[src/hw/rtl/srf_pkg.sv]
// ----------------------------------------------------------------------------
// srf_pkg
// Shared types and constants of the substring removal filter.
// ----------------------------------------------------------------------------
package srf_pkg;

  localparam int PATTERN_MAX  = 8;
  localparam int WINDOW_DEPTH = 8;
  localparam int WIN_IDX_W    = $clog2(WINDOW_DEPTH);
  localparam int LEN_W        = 4;
  localparam int CNT_W        = 4;
  localparam int CFG_IDX_W    = 2;
  localparam int CFG_DATA_W   = 64;

  localparam logic [CFG_IDX_W-1:0] CFG_PATTERN_BYTES  = CFG_IDX_W'(0);
  localparam logic [CFG_IDX_W-1:0] CFG_PATTERN_LENGTH = CFG_IDX_W'(1);

  typedef struct packed {
    logic [7:0] in_byte;
    logic       in_last;
  } in_item_t;

  typedef struct packed {
    logic [7:0] out_byte;
    logic       out_valid;
    logic       out_last;
  } out_item_t;

endpackage

[src/hw/rtl/substring_removal_filter_core.sv]
// ----------------------------------------------------------------------------
// substring_removal_filter_core
// Removes every non-overlapping occurrence of a configured byte pattern from
// a byte stream, with a look-ahead window as long as the pattern.
// ----------------------------------------------------------------------------
//   channel | direction | handshake                  | payload
//   --------+-----------+----------------------------+--------------------
//   input   | in        | in_valid_i / in_ready_o    | in_item_i
//   result  | out       | out_valid_o / out_ready_i  | out_item_o
//   config  | in        | cfg_valid_i / cfg_ready_o  | cfg_index_i, cfg_data_i
//
// One byte per cycle in steady state while the result is not stalled; the
// window compare is the combinational path between the input register and
// the result register. At end of string the window drains one byte per
// cycle, then the end marker follows. Pending bytes above a shortened
// pattern length also drain one per cycle before the next byte is taken.
// Reset is asynchronous and clears control state and valid flags, not data.
// A stalled result holds the step; one more byte waits in the input register.
module substring_removal_filter_core
  import srf_pkg::*;
(
  input  logic                  clk_i,
  input  logic                  rst_ni,
  input  logic                  in_valid_i,
  output logic                  in_ready_o,
  input  in_item_t              in_item_i,
  output logic                  out_valid_o,
  input  logic                  out_ready_i,
  output out_item_t             out_item_o,
  input  logic                  cfg_valid_i,
  output logic                  cfg_ready_o,
  input  logic [CFG_IDX_W-1:0]  cfg_index_i,
  input  logic [CFG_DATA_W-1:0] cfg_data_i
);

  logic [CFG_DATA_W-1:0] pat_bytes_q;
  logic [LEN_W-1:0]      pat_len_q;
  logic [LEN_W-1:0]      len_act;

  logic [7:0]       window_q [WINDOW_DEPTH];
  logic [7:0]       window_d [WINDOW_DEPTH];
  logic [7:0]       wnew     [WINDOW_DEPTH];
  logic [CNT_W-1:0] count_q, count_d, cnt_inc;
  logic             zero_seen_q, zero_seen_d;
  logic             flush_q, flush_d;
  logic             in_valid_q, in_valid_d;
  in_item_t         in_item_q, in_item_d;
  logic             out_valid_q, out_valid_d;
  out_item_t        out_item_q, out_item_d;

  logic       out_free, consume, pre_pop, match;
  logic       emit_req;
  logic [7:0] emit_b;

  assign cfg_ready_o = 1'b1;
  assign len_act = (pat_len_q > LEN_W'(PATTERN_MAX)) ? LEN_W'(PATTERN_MAX) : pat_len_q;

  always_comb begin
    out_free    = !out_valid_q || out_ready_i;
    consume     = 1'b0;
    emit_req    = 1'b0;
    emit_b      = window_q[0];
    count_d     = count_q;
    zero_seen_d = zero_seen_q;
    flush_d     = flush_q;
    window_d    = window_q;
    wnew        = window_q;
    match       = 1'b1;
    cnt_inc     = count_q + CNT_W'(1);
    out_valid_d = out_valid_q && !out_ready_i;
    out_item_d  = out_item_q;

    if (len_act == '0) begin
      pre_pop = (count_q != '0);
    end else begin
      pre_pop = (count_q >= CNT_W'(len_act));
    end

    // new byte written at the fill position, only used when no drain is due
    wnew[count_q[WIN_IDX_W-1:0]] = in_item_q.in_byte;
    for (int k = 0; k < WINDOW_DEPTH; k++) begin
      if ((LEN_W'(k) < len_act) && (wnew[k] != pat_bytes_q[8*k +: 8])) begin
        match = 1'b0;
      end
    end

    if (out_free) begin
      if (flush_q) begin
        if (count_q != '0) begin
          emit_req = 1'b1;
          emit_b   = window_q[0];
          for (int k = 0; k < WINDOW_DEPTH-1; k++) window_d[k] = window_q[k+1];
          count_d  = count_q - CNT_W'(1);
        end else begin
          out_valid_d = 1'b1;
          out_item_d  = '{out_byte: 8'h00, out_valid: 1'b0, out_last: 1'b1};
          flush_d     = 1'b0;
          zero_seen_d = 1'b0;
        end
      end else if (in_valid_q) begin
        if (pre_pop) begin
          emit_req = 1'b1;
          emit_b   = window_q[0];
          for (int k = 0; k < WINDOW_DEPTH-1; k++) window_d[k] = window_q[k+1];
          count_d  = count_q - CNT_W'(1);
        end else begin
          consume = 1'b1;
          flush_d = in_item_q.in_last;
          if (len_act == '0) begin
            emit_req = 1'b1;
            emit_b   = in_item_q.in_byte;
          end else if (cnt_inc == CNT_W'(len_act)) begin
            if (match) begin
              count_d = '0;
            end else begin
              emit_req = 1'b1;
              emit_b   = wnew[0];
              for (int k = 0; k < WINDOW_DEPTH-1; k++) window_d[k] = wnew[k+1];
              count_d  = count_q;
            end
          end else begin
            window_d = wnew;
            count_d  = cnt_inc;
          end
        end
      end
    end

    // output stops at the first zero byte of the string
    if (emit_req && !zero_seen_q) begin
      if (emit_b == 8'h00) begin
        zero_seen_d = 1'b1;
      end else begin
        out_valid_d = 1'b1;
        out_item_d  = '{out_byte: emit_b, out_valid: 1'b1, out_last: 1'b0};
      end
    end

    in_ready_o = !in_valid_q || consume;
    in_valid_d = in_valid_q && !consume;
    in_item_d  = in_item_q;
    if (in_valid_i && in_ready_o) begin
      in_valid_d = 1'b1;
      in_item_d  = in_item_i;
    end
  end

  always_ff @(posedge clk_i or negedge rst_ni) begin
    if (!rst_ni) begin
      pat_bytes_q <= '0;
      pat_len_q   <= '0;
      count_q     <= '0;
      zero_seen_q <= 1'b0;
      flush_q     <= 1'b0;
      in_valid_q  <= 1'b0;
      out_valid_q <= 1'b0;
    end else begin
      if (cfg_valid_i) begin
        case (cfg_index_i)
          CFG_PATTERN_BYTES:  pat_bytes_q <= cfg_data_i;
          CFG_PATTERN_LENGTH: pat_len_q   <= cfg_data_i[LEN_W-1:0];
          default: ;
        endcase
      end
      count_q     <= count_d;
      zero_seen_q <= zero_seen_d;
      flush_q     <= flush_d;
      in_valid_q  <= in_valid_d;
      out_valid_q <= out_valid_d;
    end
  end

  always_ff @(posedge clk_i) begin
    window_q   <= window_d;
    in_item_q  <= in_item_d;
    out_item_q <= out_item_d;
  end

  assign out_valid_o = out_valid_q;
  assign out_item_o  = out_item_q;

endmodule

[config.mk]
export PLATFORM = sky130hd
export DESIGN_NAME = substring_removal_filter_core
export DESIGN_NICKNAME = d
export VERILOG_FILES = /design/src/hw/rtl/srf_pkg.sv /design/src/hw/rtl/substring_removal_filter_core.sv
export SDC_FILE = /design/constraint.sdc
export NUM_CORES = 1
export LEC_CHECK = 0
export ABC_AREA = 1
export BUFFER_PORTS_ARGS = -buffer_cell sky130_fd_sc_hd__buf_2
export CAP_MARGIN = 20
export CORE_ASPECT_RATIO = 1.1
export CORE_MARGIN = 4
export CORE_UTILIZATION = 40
export CTS_BUF_LIST = sky130_fd_sc_hd__clkbuf_4
export DETAILED_ROUTE_END_ITERATION = 7
export HOLD_SLACK_MARGIN = 0.03
export SYNTH_ARGS = -nofsm -noshare
export SYNTH_HDL_FRONTEND = slang
export SYNTH_SLANG_ARGS = --single-unit
[constraint.sdc]
create_clock -name clk_i -period 5.2 [get_ports clk_i]
set_input_delay 1.04 -clock clk_i [delete_from_list [all_inputs] [get_ports clk_i]]
set_output_delay 1.04 -clock clk_i [all_outputs]
set_load 0.005 [all_outputs]
=== Word level (Yosys, flattened, before mapping) ===
Index checks and enable logic that the tools add are counted.

* Register bits: 159
* Bits in latches: 0
* RAM bits: 0
* Memory bits (read-only): 0
* Output and inout bits: 13
* Word-level logic and storage cells: 150
* Memories: 0

* $add $sub $neg: 2
* $mul: 0
* Divide/modulo/power cells: 0
* Order comparisons: 12
* Eq/ne operators: 14
* Shifts and indexed selects: 0
* Muxes and demuxes: 67
* Bitwise gates (word level): 5
* Reductions and logical operators: 30

{| class="wikitable"
|+ Operator list
! operator !! count
|-
| $mux W56 || 5
|-
| $mux W64 || 2
|-
| $mux W8 || 10
|-
| $bwmux W64 || 1
|-
| $ne A8 B8 Y1 || 8
|-
| $mux W10 || 5
|-
| $mux W1 || 35
|-
| $mux W4 || 8
|-
| $demux W8 S3 || 1
|-
| $lt A3 B4 Y1 const A || 4
|-
| $logic_and A1 B1 Y1 || 13
|-
| $reduce_and A5 Y1 || 2
|-
| $logic_not A8 Y1 || 1
|-
| $lt A1 B4 Y1 const A || 2
|-
| $lt A2 B4 Y1 const A || 2
|-
| $ne A4 B4 Y1 const B || 2
|-
| $reduce_and A6 Y1 || 1
|-
| $logic_not A1 Y1 || 5
|-
| $add A4 B1 Y4 const B || 1
|-
| $eq A4 B4 Y1 || 1
|-
| $ge A4 B4 Y1 || 1
|-
| $ge A4 B4 Y1 const B || 1
|-
| $gt A4 B4 Y1 const B || 1
|-
| $logic_not A4 Y1 || 1
|-
| 12 further kinds || 17
|}

=== Depth between registers and ports, before layout ===
* Depth in word-level cells: 26
* Gate-level depth with buffers: 28
* Depth with buffers taken out: 25

=== Worst setup path before layout ===
No wires, ideal clock.

* Path kind: flip-flop to flip-flop
* From: register count_q[0]
* To: register window_q[10] (netlist bit), enable pin
* Arrival time: 3,418 ps
* Data required time: 4,790 ps
* Slack: 1,371 ps
* Cell stages (with the launch flop): 15
* Period minus slack after synthesis: 3,829 ps
* Cell sequence: dfrtp_1 -> inv_2 -> buf_4 -> buf_2 -> ha_1 -> inv_1 -> a21boi_0 -> o21ai_0 -> nand2_1 -> a211oi_1 -> a21oi_1 -> nor2_1 -> a21boi_0 -> o21ai_0 -> inv_1

* Word-level cells in the longest chain between the ends: 18
* Elaborated cells on any way between the ends: 40
* Those cells by class: 1 x add/sub; 3 x order compare; 12 x eq/ne; 12 x mux; 1 x bitwise; 11 x reduce/logical

{| class="wikitable"
|+ Ends and longest elaborated chain
! what !! line !! source
|-
| start, declared || substring_removal_filter_core.sv:43 || <nowiki>logic [CNT_W-1:0] count_q, count_d, cnt_inc;</nowiki>
|-
| start signal, assigned || substring_removal_filter_core.sv:165 || <nowiki>count_q <= count_d;</nowiki>
|-
| $not A3 Y4 (not written as such) || substring_removal_filter_core.sv:80 || <nowiki>wnew[count_q[WIN_IDX_W-1:0]] = in_item_q.in_byte;</nowiki>
|-
| $ge A4 B4 Y1 (not written as such) / $lt A4 B1 Y1 (equally long branches) || substring_removal_filter_core.sv:80 ||
|-
| $logic_and A1 B1 Y1 (not written as such) || substring_removal_filter_core.sv:80 ||
|-
| $mux W8 (not written as such) || substring_removal_filter_core.sv:80 ||
|-
| $demux W8 S3 || substring_removal_filter_core.sv:80 ||
|-
| $bwmux W64 || substring_removal_filter_core.sv:80 ||
|-
| $ne A8 B8 Y1 || substring_removal_filter_core.sv:82 || <nowiki>if ((LEN_W'(k) < len_act) && (wnew[k] != pat_bytes_q[8*k +: 8])) begin</nowiki>
|-
| $logic_and A1 B1 Y1 || substring_removal_filter_core.sv:82 ||
|-
| $mux W1 (8 in series) || substring_removal_filter_core.sv:82 ||
|-
| $ne A4 B4 Y1 (no source line) || - ||
|-
| $reduce_and A5 Y1 (no source line) (*) || - ||
|-
| end signal, assigned || substring_removal_filter_core.sv:174 || <nowiki>window_q <= window_d;</nowiki>
|-
| end, declared || substring_removal_filter_core.sv:40 || <nowiki>logic [7:0] window_q [WINDOW_DEPTH];</nowiki>
|}

Every way passes the cells marked *; elsewhere a longest branch is shown, timed or not.
A chain may end at the register's enable or synchronous reset.

=== Worst setup path after layout ===
* From: register count_q[1]
* To: output in_ready_o

* Word-level cells in the longest chain between the ends: 7
* Elaborated cells on any way between the ends: 8
* Those cells by class: 1 x order compare; 5 x mux; 2 x reduce/logical

{| class="wikitable"
|+ Ends and longest elaborated chain
! what !! line !! source
|-
| $ge A4 B4 Y1 / $reduce_bool A4 Y1 (equally long branches) || substring_removal_filter_core.sv:76, substring_removal_filter_core.sv:74 ||
|-
| $mux W1 (*) || substring_removal_filter_core.sv:73 || <nowiki>if (len_act == '0) begin</nowiki>
|-
| $mux W1 (*) || substring_removal_filter_core.sv:101 || <nowiki>if (pre_pop) begin</nowiki>
|-
| $mux W1 (*) || substring_removal_filter_core.sv:100 || <nowiki>end else if (in_valid_q) begin</nowiki>
|-
| $mux W1 (*) || substring_removal_filter_core.sv:88 || <nowiki>if (flush_q) begin</nowiki>
|-
| $mux W1 (*) || substring_removal_filter_core.sv:87 || <nowiki>if (out_free) begin</nowiki>
|-
| $logic_or A1 B1 Y1 (*) || substring_removal_filter_core.sv:139 || <nowiki>in_ready_o = !in_valid_q || consume;</nowiki>
|-
| end, declared || substring_removal_filter_core.sv:25 || <nowiki>output logic in_ready_o,</nowiki>
|}

Marked as above.

==> results.cfg <==
[worst_setup_path]
required_ns = 4.16
timing.rr.start = count_q[1]$_DFFE_PN0P_
cpPeakStageDelay_ns = 0.91
criticalPathCategory = flip-flop to output pin
crit_fanout = 15
reg2reg_depth = 23
critical-path-top-delay-family = flip-flops
worst_path_max_delay_cell = dfrtp_1
critPathArrivalTime_ns = 3.50
r2r_end = out_valid_o$_DFF_PN0_
crit_buf_inv = 3
crit_start = count_q[1]$_DFFE_PN0P_
ff2ff_setup_slack_ns = 0.75
crit_path_start_kind = flip-flop
crit_path_end_kind = output pin
crit_chain = ha_1 -> a21boi_0 -> o21ai_0 -> nand2_1 -> a211oi_4 -> a21oi_1 -> buf_4 -> inv_1 -> nand3_1 -> nand2_1 -> buf_2
worst-path-stages = 11
crit_top_cell = nand2_1

[die]
die_area_um2 = 29300
start_util = 0.407
rows = 62
die_x_um = 164
io-pin-count = 93
die_y_um = 179
coreArea_um2 = 26100

[yosys]
synth_top_area_cell = edfxtp_1
yosys_warnings = 0
synth.top_cell.area_share = 0.206
synthCells = 1516
synth_cell_types = 44
synthTopCellsByArea = edfxtp_1, nand2_1, dfrtp_1
yosysSeqAreaShare = 0.403
synth_ff_type = dfrtp_1
syn-cell-area_um2 = 10600
async_flop_share = 0.478
synth_seq_cells = 159
synth-edff-count = 73
syn-num-nets = 1602
synth.avg_cell_area_um2 = 7.02

[sta]
relSlewSlack = 0.281
fmax_ghz = 0.220
fin_crit_sh = 0.874
setup_tns_ns = 0
period_needed_ns = 4.54
skew_ns = 0.0442
final-hold-violation-count = 0
drv_slew = 0
setup_viol = 0
hold_ws_ns = 0.362
worst_pin_slew_ns = 1.08
grt_setup_unrepaired = no

[layout]
area_growth_pct = 9.79
design_area_um2 = 11700
final_cell_mix = nand2_1, nand3_1, inv_1
final_common_cell = nand2_1
fin_nets = 1653
drive_gt1_frac = 0.134
nFillCells = 2734

[global_routing]
grt_max_degree = 65
met1_usage = 0.317
grt_first_pass_wirelength_um = 55000
grtUsageMet3 = 0.0322
top_usage_layer = met2
grtUsageTotal = 0.244
grt_pass1_vias = 9817
use_met2 = 0.414
grt_overflow = 0
antenna_found_initial = 1

[route]
postRouteAntennaNets = 0
drt_iter0_markers = 1076
dr.pass1.iters = 7
wl_per_cell_um = 18.2
vias = 10400
drc = 0
drt-total-wl_um = 35200
vias_per_cell = 5.37

[flow_run]
cap_violations = 0

[power_and_ir_drop]
switchingPower_w = 0.00410
switching_share = 0.531
power_w = 0.00772
ir_worst_vdd_v = 0.000281
p_int_w = 0.00362
power_density_nw_per_um2 = 661
power.share.clock = 0.109
seqPwrFrac = 0.300
p_comb_frac = 0.591
p_leak_nw = 5.66

[clock_network]
clk_latency_ns = 0.63
post_cts_resized = 0
cts_tree = done
clkSinkCount = 159
htreeDepth = 4
numCtsBuffers = 17
cts-root-buf = clkbuf_4
clk_pin_slew_ns = 0.18
hold_buffers = 0
clk_path_buf_depth = 2
post_cts_buffers = 0

[placed_design]
place.port_buffers = 91
post_dp_cell_area_um2 = 11400
place_congestion = 0.903
post-dp-hpwl_um = 24000

[status]
status = complete, no violations

[hold_path]
holdCritPathClass = input port to async pin
[metal layers]
layer	part of all wire	wire length [um]	up-vias
met3	0.066	2320	68
met4	0.034	1210	0
met5	0	0	-
li1	-	-	5070
met1	0.42	14700	4846
met2	0.48	16900	409
[worst register-to-register path, delay by kind of cell, from the launching register on]
kind            cells  cell delay, ns
compound gates      2            0.52
buf+inv             1            0.29
flops               1            0.71
simple gates       20            2.81
[cell usage after synthesis (all sizes together), types with 10 or more instances]
| cell | instances |
|---|---|
| mux2 | 27 |
| clkbuf | 44 |
| dfxtp | 10 |
| buf | 33 |
| inv | 150 |
| dfrtp | 76 |
| edfxtp | 73 |
| nor2 | 99 |
| nand2 | 550 |
| nand3b | 22 |
| o21ai | 143 |
| o211ai | 35 |
| nand3 | 159 |
| a21oi | 47 |
[final cells by class]
class / count / area (um^2) / area share
multi-input cells: 1124 / 5440 / 0.465
flip-flops and latches: 159 / 4290 / 0.367
repair buffers: 109 / 606 / 0.0518
inverters: 156 / 588 / 0.0503
well taps: 352 / 440 / 0.0377
clock inverters: 15 / 193 / 0.0165
clock buffers: 17 / 128 / 0.0109
diodes: 2 / 5.00 / 0.000428
[sequential cells by signal (all words and copies together) (netlist names)]
name         count
in_valid_q       1
out_valid_o      1
in_item_q        9
window_q        64
pat_bytes_q     64
count_q          4
zero_seen_q      1
out_item_o      10
flush_q          1
pat_len_q        4
[per-stage QoR]
step | utilization | cells | setup WS [ns]
floorplan | - | 1516 | 1.37
global placement | 0.434 | 1899 | 0.980
detailed placement | 0.435 | 1900 | 0.933
CTS | 0.447 | 1932 | 0.626
global route | 0.447 | 1934 | 0.380
finish | 0.447 | 1934 | 0.656
[power groups by stage]
stage	clock network [W]	logic, W	registers [W]
2_1_floorplan	0	0.00334	0.00218
3_3_place_gp	0	0.00446	0.00234
3_5_place_dp	0	0.00451	0.00234
4_1_cts	0.000859	0.00452	0.00232
5_1_grt	0.000909	0.00515	0.00236
6_report	0.000839	0.00456	0.00232
[how the worst max path moves through the flow]
stage	to	slack [ns]
2_1_floorplan	window_q[10]$_DFFE_PP_	1.37
3_3_place_gp	out_valid_o$_DFF_PN0_	0.98
3_5_place_dp	out_valid_o$_DFF_PN0_	0.93
4_1_cts	in_ready_o	0.63
5_1_grt	out_valid_o$_DFF_PN0_	0.38
6_report	in_ready_o	0.66
[logic make-up (layout without fill, tap and decap cells)]
family,Yosys count,count (layout),synth area share
other cells,1,3,0.000352
fa+ha+maj,6,6,0.00705
buf+inv,233,297,0.0899
xor+xnor,13,13,0.0107
flops,159,159,0.403
compound gates,236,236,0.124
mux,27,27,0.0286
simple gates,841,841,0.336
Note: power is estimated with default switching activity, not from simulation.
